$ cat src/assert_macros.svh
// ---------------------------------------------------------------------------
// Assertion macros
// Concurrent assertion helpers clocked on clk and disabled while rst_n is low.
// ---------------------------------------------------------------------------
`ifndef ASSERT_MACROS_SVH
`define ASSERT_MACROS_SVH
`ifndef NO_ASSERTIONS
`define ASSERT_IMPLIES(lbl, a, b) lbl: assert property (@(posedge clk) disable iff (!rst_n) \
    (a) |-> (b)) else $error("assertion failed");
`define ASSERT_NEXT(lbl, a, b) lbl: assert property (@(posedge clk) disable iff (!rst_n) \
    (a) |=> (b)) else $error("assertion failed");
`else
`define ASSERT_IMPLIES(lbl, a, b)
`define ASSERT_NEXT(lbl, a, b)
`endif
`endif

$ cat src/lgi_pkg.sv
// ---------------------------------------------------------------------------
// lgi_pkg
// Widths, command and status types and helpers of the Lagrange gamma unit.
// ---------------------------------------------------------------------------
`default_nettype none

package lgi_pkg;

    localparam int LEVEL_W   = 15;
    localparam int COLOR_W   = 8;
    localparam int FRAC_BITS = 24;
    localparam int DIFF_W    = 16;
    localparam int QUOT_W    = 39;
    localparam int REM_W     = 15;
    localparam int WMAG_W    = 47;
    localparam int CHUNK_W   = 13;
    localparam int MUL_STEPS = 3;
    localparam int ACC_W     = 86;
    localparam int PP_W      = 60;
    localparam int CPROD_W   = 55;
    localparam int SUM_W     = 64;
    localparam int STEP_W    = 6;
    localparam int DIV_STEPS = 39;
    localparam int COLOR_MAX = 255;

    typedef struct packed {
        logic       wr_en;
        logic       init_w;
        logic       div_start;
        logic       div_step;
        logic       mul_step;
        logic [1:0] mul_sel;
        logic       w_update;
        logic       acc;
        logic       set_degen;
        logic       out_load;
    } lgi_cmd_t;

    typedef struct packed {
        logic den_zero;
        logic out_busy;
    } lgi_status_t;

    // Integer part of a Q.24 colour sum, floored at zero and clamped to 255.
    function automatic logic [COLOR_W-1:0] finish_sum(input logic signed [SUM_W-1:0] s);
        logic [SUM_W-FRAC_BITS-1:0] v;
        v = s[SUM_W-1:FRAC_BITS];
        if (s <= 0)
            return '0;
        else if (v > (SUM_W-FRAC_BITS)'(COLOR_MAX))
            return COLOR_W'(COLOR_MAX);
        else
            return v[COLOR_W-1:0];
    endfunction

endpackage

`default_nettype wire

$ cat src/lgi_ctrl.sv
// ---------------------------------------------------------------------------
// lgi_ctrl
// Sequencer: loads nodes, then walks node pairs through divide, multiply and
// accumulate steps in the datapath.
// ---------------------------------------------------------------------------
`default_nettype none

module lgi_ctrl #(
    parameter int NODE_COUNT = 9
) (
    input  wire logic                           clk,
    input  wire logic                           rst_n,
    input  wire logic                           s_tvalid,
    input  wire logic                           s_tlast,
    output logic                                s_tready,
    input  wire lgi_pkg::lgi_status_t           status,
    output lgi_pkg::lgi_cmd_t                   cmd,
    output logic [$clog2(NODE_COUNT)-1:0]       wr_addr,
    output logic [$clog2(NODE_COUNT)-1:0]       rd_t,
    output logic [$clog2(NODE_COUNT)-1:0]       rd_k
);

    localparam int IDX_W = $clog2(NODE_COUNT);
    localparam int CNT_W = $clog2(NODE_COUNT + 1);

    typedef enum logic [8:0] {
        ST_LOAD    = 9'b000000001,
        ST_START_T = 9'b000000010,
        ST_READ    = 9'b000000100,
        ST_CHECK   = 9'b000001000,
        ST_DIV     = 9'b000010000,
        ST_MUL     = 9'b000100000,
        ST_WUPD    = 9'b001000000,
        ST_ACC     = 9'b010000000,
        ST_FINISH  = 9'b100000000
    } state_t;

    state_t                      state_reg, state_next;
    logic [CNT_W-1:0]            count_reg, count_next;
    logic [CNT_W-1:0]            n_reg, n_next;
    logic [IDX_W-1:0]            t_reg, t_next;
    logic [IDX_W-1:0]            k_reg, k_next;
    logic [lgi_pkg::STEP_W-1:0]  step_reg, step_next;
    logic                        last_t, last_k;

    assign last_t  = (CNT_W'(t_reg) == n_reg - CNT_W'(1));
    assign last_k  = (CNT_W'(k_reg) == n_reg - CNT_W'(1));
    assign wr_addr = count_reg[IDX_W-1:0];
    assign rd_t    = t_reg;
    assign rd_k    = k_reg;

    always_comb
    begin
        state_next = state_reg;
        count_next = count_reg;
        n_next     = n_reg;
        t_next     = t_reg;
        k_next     = k_reg;
        step_next  = step_reg;
        cmd        = '0;
        s_tready   = 1'b0;
        unique case (state_reg)
            ST_LOAD:
            begin
                s_tready = 1'b1;
                if (s_tvalid)
                begin
                    if (count_reg < CNT_W'(NODE_COUNT))
                    begin
                        cmd.wr_en  = 1'b1;
                        count_next = count_reg + CNT_W'(1);
                    end
                    if (s_tlast)
                    begin
                        n_next     = (count_reg < CNT_W'(NODE_COUNT)) ?
                                     count_reg + CNT_W'(1) : count_reg;
                        count_next = '0;
                        t_next     = '0;
                        state_next = ST_START_T;
                    end
                end
            end
            ST_START_T:
            begin
                cmd.init_w = 1'b1;
                k_next     = '0;
                state_next = ST_READ;
            end
            ST_READ:
            begin
                state_next = ST_CHECK;
            end
            ST_CHECK:
            begin
                if (k_reg == t_reg)
                begin
                    if (last_k)
                        state_next = ST_ACC;
                    else
                    begin
                        k_next     = k_reg + IDX_W'(1);
                        state_next = ST_READ;
                    end
                end
                else if (status.den_zero)
                begin
                    cmd.set_degen = 1'b1;
                    state_next    = ST_FINISH;
                end
                else
                begin
                    cmd.div_start = 1'b1;
                    step_next     = '0;
                    state_next    = ST_DIV;
                end
            end
            ST_DIV:
            begin
                cmd.div_step = 1'b1;
                if (step_reg == lgi_pkg::STEP_W'(lgi_pkg::DIV_STEPS - 1))
                begin
                    step_next  = '0;
                    state_next = ST_MUL;
                end
                else
                    step_next = step_reg + lgi_pkg::STEP_W'(1);
            end
            ST_MUL:
            begin
                cmd.mul_step = 1'b1;
                cmd.mul_sel  = step_reg[1:0];
                if (step_reg == lgi_pkg::STEP_W'(lgi_pkg::MUL_STEPS - 1))
                begin
                    step_next  = '0;
                    state_next = ST_WUPD;
                end
                else
                    step_next = step_reg + lgi_pkg::STEP_W'(1);
            end
            ST_WUPD:
            begin
                cmd.w_update = 1'b1;
                if (last_k)
                    state_next = ST_ACC;
                else
                begin
                    k_next     = k_reg + IDX_W'(1);
                    state_next = ST_READ;
                end
            end
            ST_ACC:
            begin
                cmd.acc = 1'b1;
                if (last_t)
                    state_next = ST_FINISH;
                else
                begin
                    t_next     = t_reg + IDX_W'(1);
                    state_next = ST_START_T;
                end
            end
            ST_FINISH:
            begin
                if (!status.out_busy)
                begin
                    cmd.out_load = 1'b1;
                    state_next   = ST_LOAD;
                end
            end
            default:
            begin
                state_next = ST_LOAD;
            end
        endcase
    end

    always_ff @(posedge clk or negedge rst_n)
    begin
        if (!rst_n)
        begin
            state_reg <= ST_LOAD;
            count_reg <= '0;
            n_reg     <= '0;
            t_reg     <= '0;
            k_reg     <= '0;
            step_reg  <= '0;
        end
        else
        begin
            state_reg <= state_next;
            count_reg <= count_next;
            n_reg     <= n_next;
            t_reg     <= t_next;
            k_reg     <= k_next;
            step_reg  <= step_next;
        end
    end

endmodule

`default_nettype wire

$ cat config.mk
export PLATFORM = sky130hd
export DESIGN_NAME = lgi_ctrl
export DESIGN_NICKNAME = d
export VERILOG_FILES = /design/src/assert_macros.svh /design/src/lgi_pkg.sv /design/src/lgi_ctrl.sv
export SDC_FILE = /design/constraint.sdc
export NUM_CORES = 1
export LEC_CHECK = 0
export BUFFER_PORTS_ARGS = -buffer_cell sky130_fd_sc_hd__buf_2
export CAP_MARGIN = 40
export CORE_MARGIN = 2
export CORE_UTILIZATION = 40
export DETAILED_ROUTE_END_ITERATION = 8
export REMOVE_ABC_BUFFERS = 1
export SLEW_MARGIN = 10
export SYNTH_ARGS = -nofsm -noshare
export SYNTH_HDL_FRONTEND = slang
export SYNTH_SLANG_ARGS = --single-unit
$ cat constraint.sdc
create_clock -name clk -period 2.6 [get_ports clk]
set_clock_uncertainty 0.15 [all_clocks]
set_input_delay 0.52 -clock clk [delete_from_list [all_inputs] [get_ports clk]]
set_output_delay 0.52 -clock clk [all_outputs]
set_load 0.01 [all_outputs]
* Yosys cells after proc, flatten, opt, wreduce, memory -nomap -nowiden *
Cells that the tools add are included.

word-level totals
  register bits = 31
  output and inout port bits = 24
  word-level logic and storage cells = 85

operators by class
  add/subtract/negate cells = 5
  magnitude comparators = 1
  eq/ne operators = 23
  multiplexer cells = 41
  reductions and logical operators = 9

operators with widths
  kind                                                              number
  9-bit case mux with 9 select lines                                1
  9-bit 2-to-1 mux                                                  8
  4-bit 2-to-1 mux                                                  7
  6-bit 2-to-1 mux                                                  4
  2-bit != test (second input constant)                             9
  6-bit case mux with 3 select lines                                1
  1-bit 2-to-1 mux                                                  16
  4-bit by 1-bit adder with 4-bit output (second input constant)    3
  4-bit == test                                                     3
  4-bit case mux with 3 select lines                                1
  9-bit by 1-bit == test with 1-bit output (second input constant)  1
  9-bit by 2-bit == test with 1-bit output (second input constant)  1
  9-bit by 3-bit == test with 1-bit output (second input constant)  1
  9-bit by 4-bit == test with 1-bit output (second input constant)  1
  9-bit by 5-bit == test with 1-bit output (second input constant)  1
  9-bit by 6-bit == test with 1-bit output (second input constant)  1
  9-bit by 7-bit == test with 1-bit output (second input constant)  1
  9-bit by 8-bit == test with 1-bit output (second input constant)  1
  9-bit == test (second input constant)                             1
  8-bit 2-to-1 mux                                                  1
  4-bit case mux with 2 select lines                                1
  6-bit by 1-bit adder with 6-bit output (second input constant)    1
  6-bit by 2-bit == test with 1-bit output (second input constant)  1
  6-bit == test (second input constant)                             1
  other kinds (9)                                                   12

* Depth between registers and ports, before layout *
Gate-level depths: netlist (run 1).

  word-level depth = 5
  depth in mapped cells = 8
  gate-level depth less buffers = 7

* Least setup slack after synthesis (run 1) *
Ideal clock, no wire load.

  path type = register to output
  from = register state_reg[1]
  to = output port cmd[10] in the netlist's numbering
  arrival time = 1.752 ns
  slack = 0.178 ns
  cell stages (with the launch flop) = 4
  cell sequence = dfrtp_1 or4_4 or4_4 and2b_1

RTL lines
  element                 RTL line         text
  from (decl)             lgi_ctrl.sv:38   state_t state_reg, state_next;
  from (signal assigned)  lgi_ctrl.sv:190  state_reg <= state_next;
  to (decl)               lgi_ctrl.sv:17   output lgi_pkg::lgi_cmd_t cmd,

==> results.md, run 1 <==
- Synth cell types: 47
- Hold Crit Class: in2async
- Yosys warns: 0
- Starting Density: between 40% and 50%
- Total number of vias: 1744
- Hold Slack: roughly 130 ps
- Area share of the largest cell type after synthesis: between 30% and 40%
- Final net count: between 200 and 300
- Critical Path RT: 1930 ps
- Final Core Density: a little over half
- Total Power: between 0.002 and 0.0025 W
- Final Hold Fails: 0
- Post-synthesis instance area: approximately 2000 um^2
- Failing checks: negative setup slack
- Largest net degree at the start of global routing: 32
- CP startpoint kind: register
- Total track usage: 18.36%
- Pre-CTS WS: 92.20 ps
- I/O pins: 30
- CP Class: reg2out
- Buffers on Ports: 29
- Worst VDD drop: approximately 0.39 mV
- H-tree depth: 2
- Total Neg Setup Slack: -122.4 ps
- Ant diodes: 0
- Gate Count Post-Synth: about 220
- CP arrival: a little over 2000 ps
- Max reg flops: 9
- Clock transition at path regs: about 70 ps
- Sequential-to-total area share from yosys stat: 39.43%
- Area of the die: 5504 um^2
- Syn-to-layout area delta: 25.27%
- CTS root buffer: clkbuf_8
- RSZ-0062 raised after global routing: true
- Post-synth EDFFs: 0
- Inserted Clock Buffers: 5
- Worst Max-Slew Pin Slew: ~700 ps
- CTS tree: built
- Final wirelength: about 4600 um
- Final setup violation count: 1
- Routability Congestion: around 0.84
- Worst Setup End Kind: output pin
- Vias in the first global route: approximately 1.6k
- WL/cell: 13.32 um
- Initial antenna violation count: 0
- First-pass GRT wire length: 7610 um
- CP max FO: 2
- CTS sink cnt: 31
- Row count: 25
- Top_reg_cell synth: dfrtp_1
- Initial DRT Pass Iterations: 4
- Chip width: about 74 um
- Max-Cap Viols: 0
- Leakage: between 1 and 1.5 nW
- Fin. max-slew vios: 0
- Post-DP HPWL: 3365 um
- GR Overflow Total: 0
- Flops & latches, synth: 31
- Power per cell area: around 840 nW/um^2
- Synth area leader: dfrtp_1
- # hold bufs at CTS: 0
- Async S/R FF share, synth: between 90% and 100%
- DR DRC count: 0
- CORE AREA: 4723 um^2
- Post-route setup slack: -122.4 ps
- F_max: approximately 370 MHz
- Clock Latency Late Sink: between 200 and 300 ps
- Period utilization: 104.7%
- Layout cells sized above 1: 26.55%
- CTS max path bufs: 2
- Vias per cell: about 5.1
- DR iter-0 viols: 84
- Die Y: around 74 um
- Syn Area/Cell: ~8.9 um^2
- Relative slew slack: between 50% and 60%
- Fin crit period: 2722 ps
- Largest cells by area after synthesis: dfrtp_1, xnor2_1, ha_1
- Antenna viol nets, final: 0
- Outcome: complete, but fails checks
## worst paths after layout
kind                         startpoint     endpoint  depth (start not counted)  slack, ps
max                        state_reg[0]      cmd[10]                          4       -120
min                               rst_n      rd_t[2]                          1        130
max reg2reg                state_reg[0]   wr_addr[2]                          5        290
min reg2reg                 step_reg[5]  step_reg[5]                          1        410
max in group asynchronous         rst_n   wr_addr[1]                          1       1710
min in group clk                s_tlast   wr_addr[1]                          2        370
## metal layers
layer / vias to the layer above / GRT usage [%] / wire length [um]
met5: - / 0 / 0
met4: 0 / 6.061 / 55
met3: 6 / 4.201 / 156
met2: 32 / 28.08 / 1997
met1: 817 / 25.79 / 2346
li1: 889 / - / -
## area by class of cell
| cell class | count | area [um^2] |
|---|---|---|
| clock buffers | 6 | 82.58 |
| clock inverters | 2 | 35.03 |
| fillers | 451 | 2255 |
| inverters | 18 | 67.56 |
| multi-input cells | 168 | 1120 |
| flip-flops and latches | 31 | 777.0 |
| well taps | 67 | 83.83 |
| repair buffers | 50 | 302.8 |
## metrics by stage
step / instance area, um^2 / instances
after floorplan: 1951 / 217
after global placement: 2277 / 326
after detailed placement: 2277 / 326
after CTS: 2430 / 338
after global routing: 2469 / 342
final: 2469 / 342
## kinds of logic (layout without fill, tap and decap cells)
family                   count (synthesis)  after routing  share of synthesized area, %
AO/OA/AOI/OAI                           51             51                         16.00
flip-flops                              31             31                         39.43
buffers and inverters                   23             76                         4.444
AND/OR/NAND/NOR                         89             89                         23.94
adder cells (fa/ha/maj)                  7              7                         4.444
multiplexers                             2              2                         1.143
XOR/XNOR                                19             19                         10.60
## layout by cell type, fill, tap and decap left out, types with 2 or more instances in the layout
cell type / synthesis / layout
dfrtp_1: 30 / 30
buf_2: 1 / 29
buf_4: 0 / 21
nand2_1: 21 / 20
inv_1: 18 / 18
nor2_1: 19 / 17
a21oi_1: 16 / 16
o21ai_0: 13 / 13
xnor2_1: 12 / 12
nand3_1: 10 / 10
ha_1: 7 / 7
nor3_1: 7 / 6
clkbuf_8: 0 / 6
a21o_1: 5 / 5
nand4_1: 4 / 4
nor4_1: 4 / 4
xor2_1: 4 / 4
and2_1: 3 / 3
nand2b_1: 3 / 3
a31oi_1: 3 / 3
nor3b_1: 2 / 2
nor2_2: 0 / 2
and4b_1: 3 / 2
or4_4: 2 / 2
xnor3_1: 2 / 2
or2_2: 2 / 2
mux2_2: 2 / 2
or3_1: 2 / 2
o31ai_1: 2 / 2
or4_1: 2 / 2
## what timing repair did
item / in CTS / in global routing
pin swaps: 1 / 1
endpoints found under the setup margin: 2 / 5
resized for setup: 2 / 3
buffers inserted: 4 / 4
cloned: 0 / 0
## worst max-delay path, cell delays in order (launching register included)
cell and delay, ps:
dfstp_2 530, or4b_4 460, or4_4 420, and2b_1 230, buf_2 130
## cells in the mapped netlist (3+ instances only)
library cell	instances
a21o_1	5
a21oi_1	16
a31oi_1	3
and2_1	3
and4b_1	3
clkbuf_1	4
dfrtp_1	30
ha_1	7
inv_1	18
nand2_1	21
nand2b_1	3
nand3_1	10
nand4_1	4
nor2_1	19
nor3_1	7
nor4_1	4
o21ai_0	13
xnor2_1	12
xor2_1	4
## power by group
group	switching, W	total [W]	internal [W]
Combinational	0.000438	0.000875	0.000437
Sequential	0.000128	0.000713	0.000585
Clock	0.000181	0.000491	0.000310
Total	0.000747	0.00208	0.00133
Power figures use the tool's default switching activity.
==> run 2: changes to the inputs <==
--- a/config.mk
+++ b/config.mk
@@ -9,8 +9,11 @@
 export CAP_MARGIN = 40
 export CORE_MARGIN = 2
 export CORE_UTILIZATION = 40
+export CTS_BUF_LIST = sky130_fd_sc_hd__clkbuf_4 sky130_fd_sc_hd__clkbuf_8
 export DETAILED_ROUTE_END_ITERATION = 8
+export RECOVER_POWER = 100
 export REMOVE_ABC_BUFFERS = 1
+export SKIP_CTS_REPAIR_TIMING = 1
 export SLEW_MARGIN = 10
 export SYNTH_ARGS = -nofsm -noshare
 export SYNTH_HDL_FRONTEND = slang
==> results.md, run 2 (same netlist as run 1, synthesis figures left out) <==
- F_max: 360.2 MHz (-1.9%)
- Hold Crit Class: in2reg
- CP startpoint kind: register
- Starting Density: 41.72% (unchanged)
- Final Hold Fails: 0 (unchanged)
- First-pass GRT wire length: 7452 um (-2.1%)
- Critical Path RT: 1930 ps (about the same)
- Reg-to-reg slack, setup: 230 ps (-60 ps)
- Fin crit period: 2776 ps (+54.02 ps)
- Post-route setup slack: -176.4 ps (-54.02 ps)
- CP arrival: 2110 ps (+60 ps)
- Final net count: 283 (-1.4%)
- Final setup violation count: 2 (+1)
- Power per cell area: 839.6 nW/um^2 (-0.30%)
- Buffers on Ports: 29 (unchanged)
- Clock Latency Late Sink: 280 ps (about the same)
- CTS sink cnt: 31 (unchanged)
- Max-Cap Viols: 1 (+1)
- Total number of vias: 1737 (-0.40%)
- Relative slew slack: -12.36% (-66 points)
- Crit path largest cell delay: 530 ps (about the same)
- CP Class: reg2out
- Chip width: 74.19 um (unchanged)
- Worst Max-Slew Pin Slew: 1685 ps (+983.2 ps)
- WL/cell: 13.37 um (+0.41%)
- Post-DP HPWL: 3365 um (unchanged)
- Syn-to-layout area delta: 22.10%
- Layout cells sized above 1: 19.19% (-7.4 points)
- Max reg flops: 9 (unchanged)
- Inserted Clock Buffers: 5 (unchanged)
- Area of the die: 5504 um^2 (unchanged)
- Vias per cell: 5.139 (+0.78%)
- Row count: 25 (unchanged)
- CTS max path bufs: 2 (unchanged)
- Pre-CTS WS: 92.20 ps (unchanged)
- Final Core Density: 50.94% (-1.3 points)
- Commonest non-fill, non-tap cell in the layout: dfrtp_1
- Antenna viol nets, final: 0 (unchanged)
- Die Y: 74.19 um (unchanged)
- CTS tree: built
- Total track usage: 17.99% (-0.37 points)
- Fin. max-slew vios: 32 (+32)
- Vias in the first global route: 1593 (-2.2%)
- Initial antenna violation count: 0 (unchanged)
- Total Power: 0.002020 W (-2.8%)
- I/O pins: 30 (unchanged)
- Leakage: 1.159 nW (-6.9%)
- Routability Congestion: 0.8444 (unchanged)
- Most frequent cells in the layout: dfrtp_1, nand2_1, inv_1
- GR Overflow Total: 0 (unchanged)
- Period utilization: 106.8% (+2.1 points)
- Ant diodes: 0 (unchanged)
- Final wirelength: 4520 um (-0.77%)
- Worst VDD drop: 0.3799 mV (-3.1%)
- CORE AREA: 4723 um^2 (unchanged)
- DR DRC count: 0 (unchanged)
- Clock transition at path regs: 60 ps (about the same)
- CP max-delay cell: dfstp_2
- Failing checks: max-capacitance violations, max-slew violations, negative setup slack
- DR iter-0 viols: 58 (-31%)
- Worst Setup End Kind: output pin
- Largest net degree at the start of global routing: 32 (unchanged)
- CP cell instances: or4b_4, or4_4, and2b_1, buf_2
- RSZ-0062 raised after global routing: true
- CTS root buffer: clkbuf_8
- Total Neg Setup Slack: -181.5 ps (-59.17 ps)
- Initial DRT Pass Iterations: 4 (unchanged)
- CP max FO: 4 (+2)
- H-tree depth: 2 (unchanged)
- Outcome: complete, but fails checks
## run 2: worst max-delay path: cells and delay by family (launching register included)
kind	cells	cell delay (ps)
AND/OR/NAND/NOR	3	1160
buffers and inverters	1	140
flip-flops	1	530
## run 2: worst paths after layout
check,depth (start not counted),endpoint,startpoint
max reg2reg,8,state_reg[5],state_reg[1]
min,2,wr_addr[1],s_tlast
min in group asynchronous,1,rd_t[2],rst_n
max in group asynchronous,1,wr_addr[1],rst_n
min reg2reg,1,step_reg[5],step_reg[5]
max,4,cmd[10],state_reg[0]
## run 2: final cells by class
cell class | instances | area (um^2)
fill | 473 | 2317
clock inverter | 2 | 35.03
multi-input combinational | 168 | 1115
timing repair buffer | 46 | 245.2
sequential | 31 | 777.0
clock buffer | 6 | 82.58
inverter | 18 | 67.56
tap | 67 | 83.83
## run 2: power by group
group	internal [W]	switching, W	total [W]
Sequential	0.000585	0.000130	0.000714
Combinational	0.000387	0.000428	0.000815
Clock	0.000310	0.000181	0.000491
## run 2: per-layer routing
metal | up-vias | share of wire [%] | track usage (%)
met4 | 0 | 1.2 | 6.061
met3 | 5 | 3.6 | 4.201
li1 | 883 | - | -
met2 | 39 | 44 | 27.18
met1 | 810 | 52 | 25.45
met5 | - | 0 | 0
## run 2: metrics by stage
stage / hold WS (ps) / instance area [um^2] / instances
final: 370.8 / 2406 / 338
after global placement: 388.7 / 2277 / 326
after detailed placement: 393.8 / 2277 / 326
after floorplan: 74.41 / 1951 / 217
after global routing: 387.4 / 2406 / 338
after CTS: 159.8 / 2395 / 334
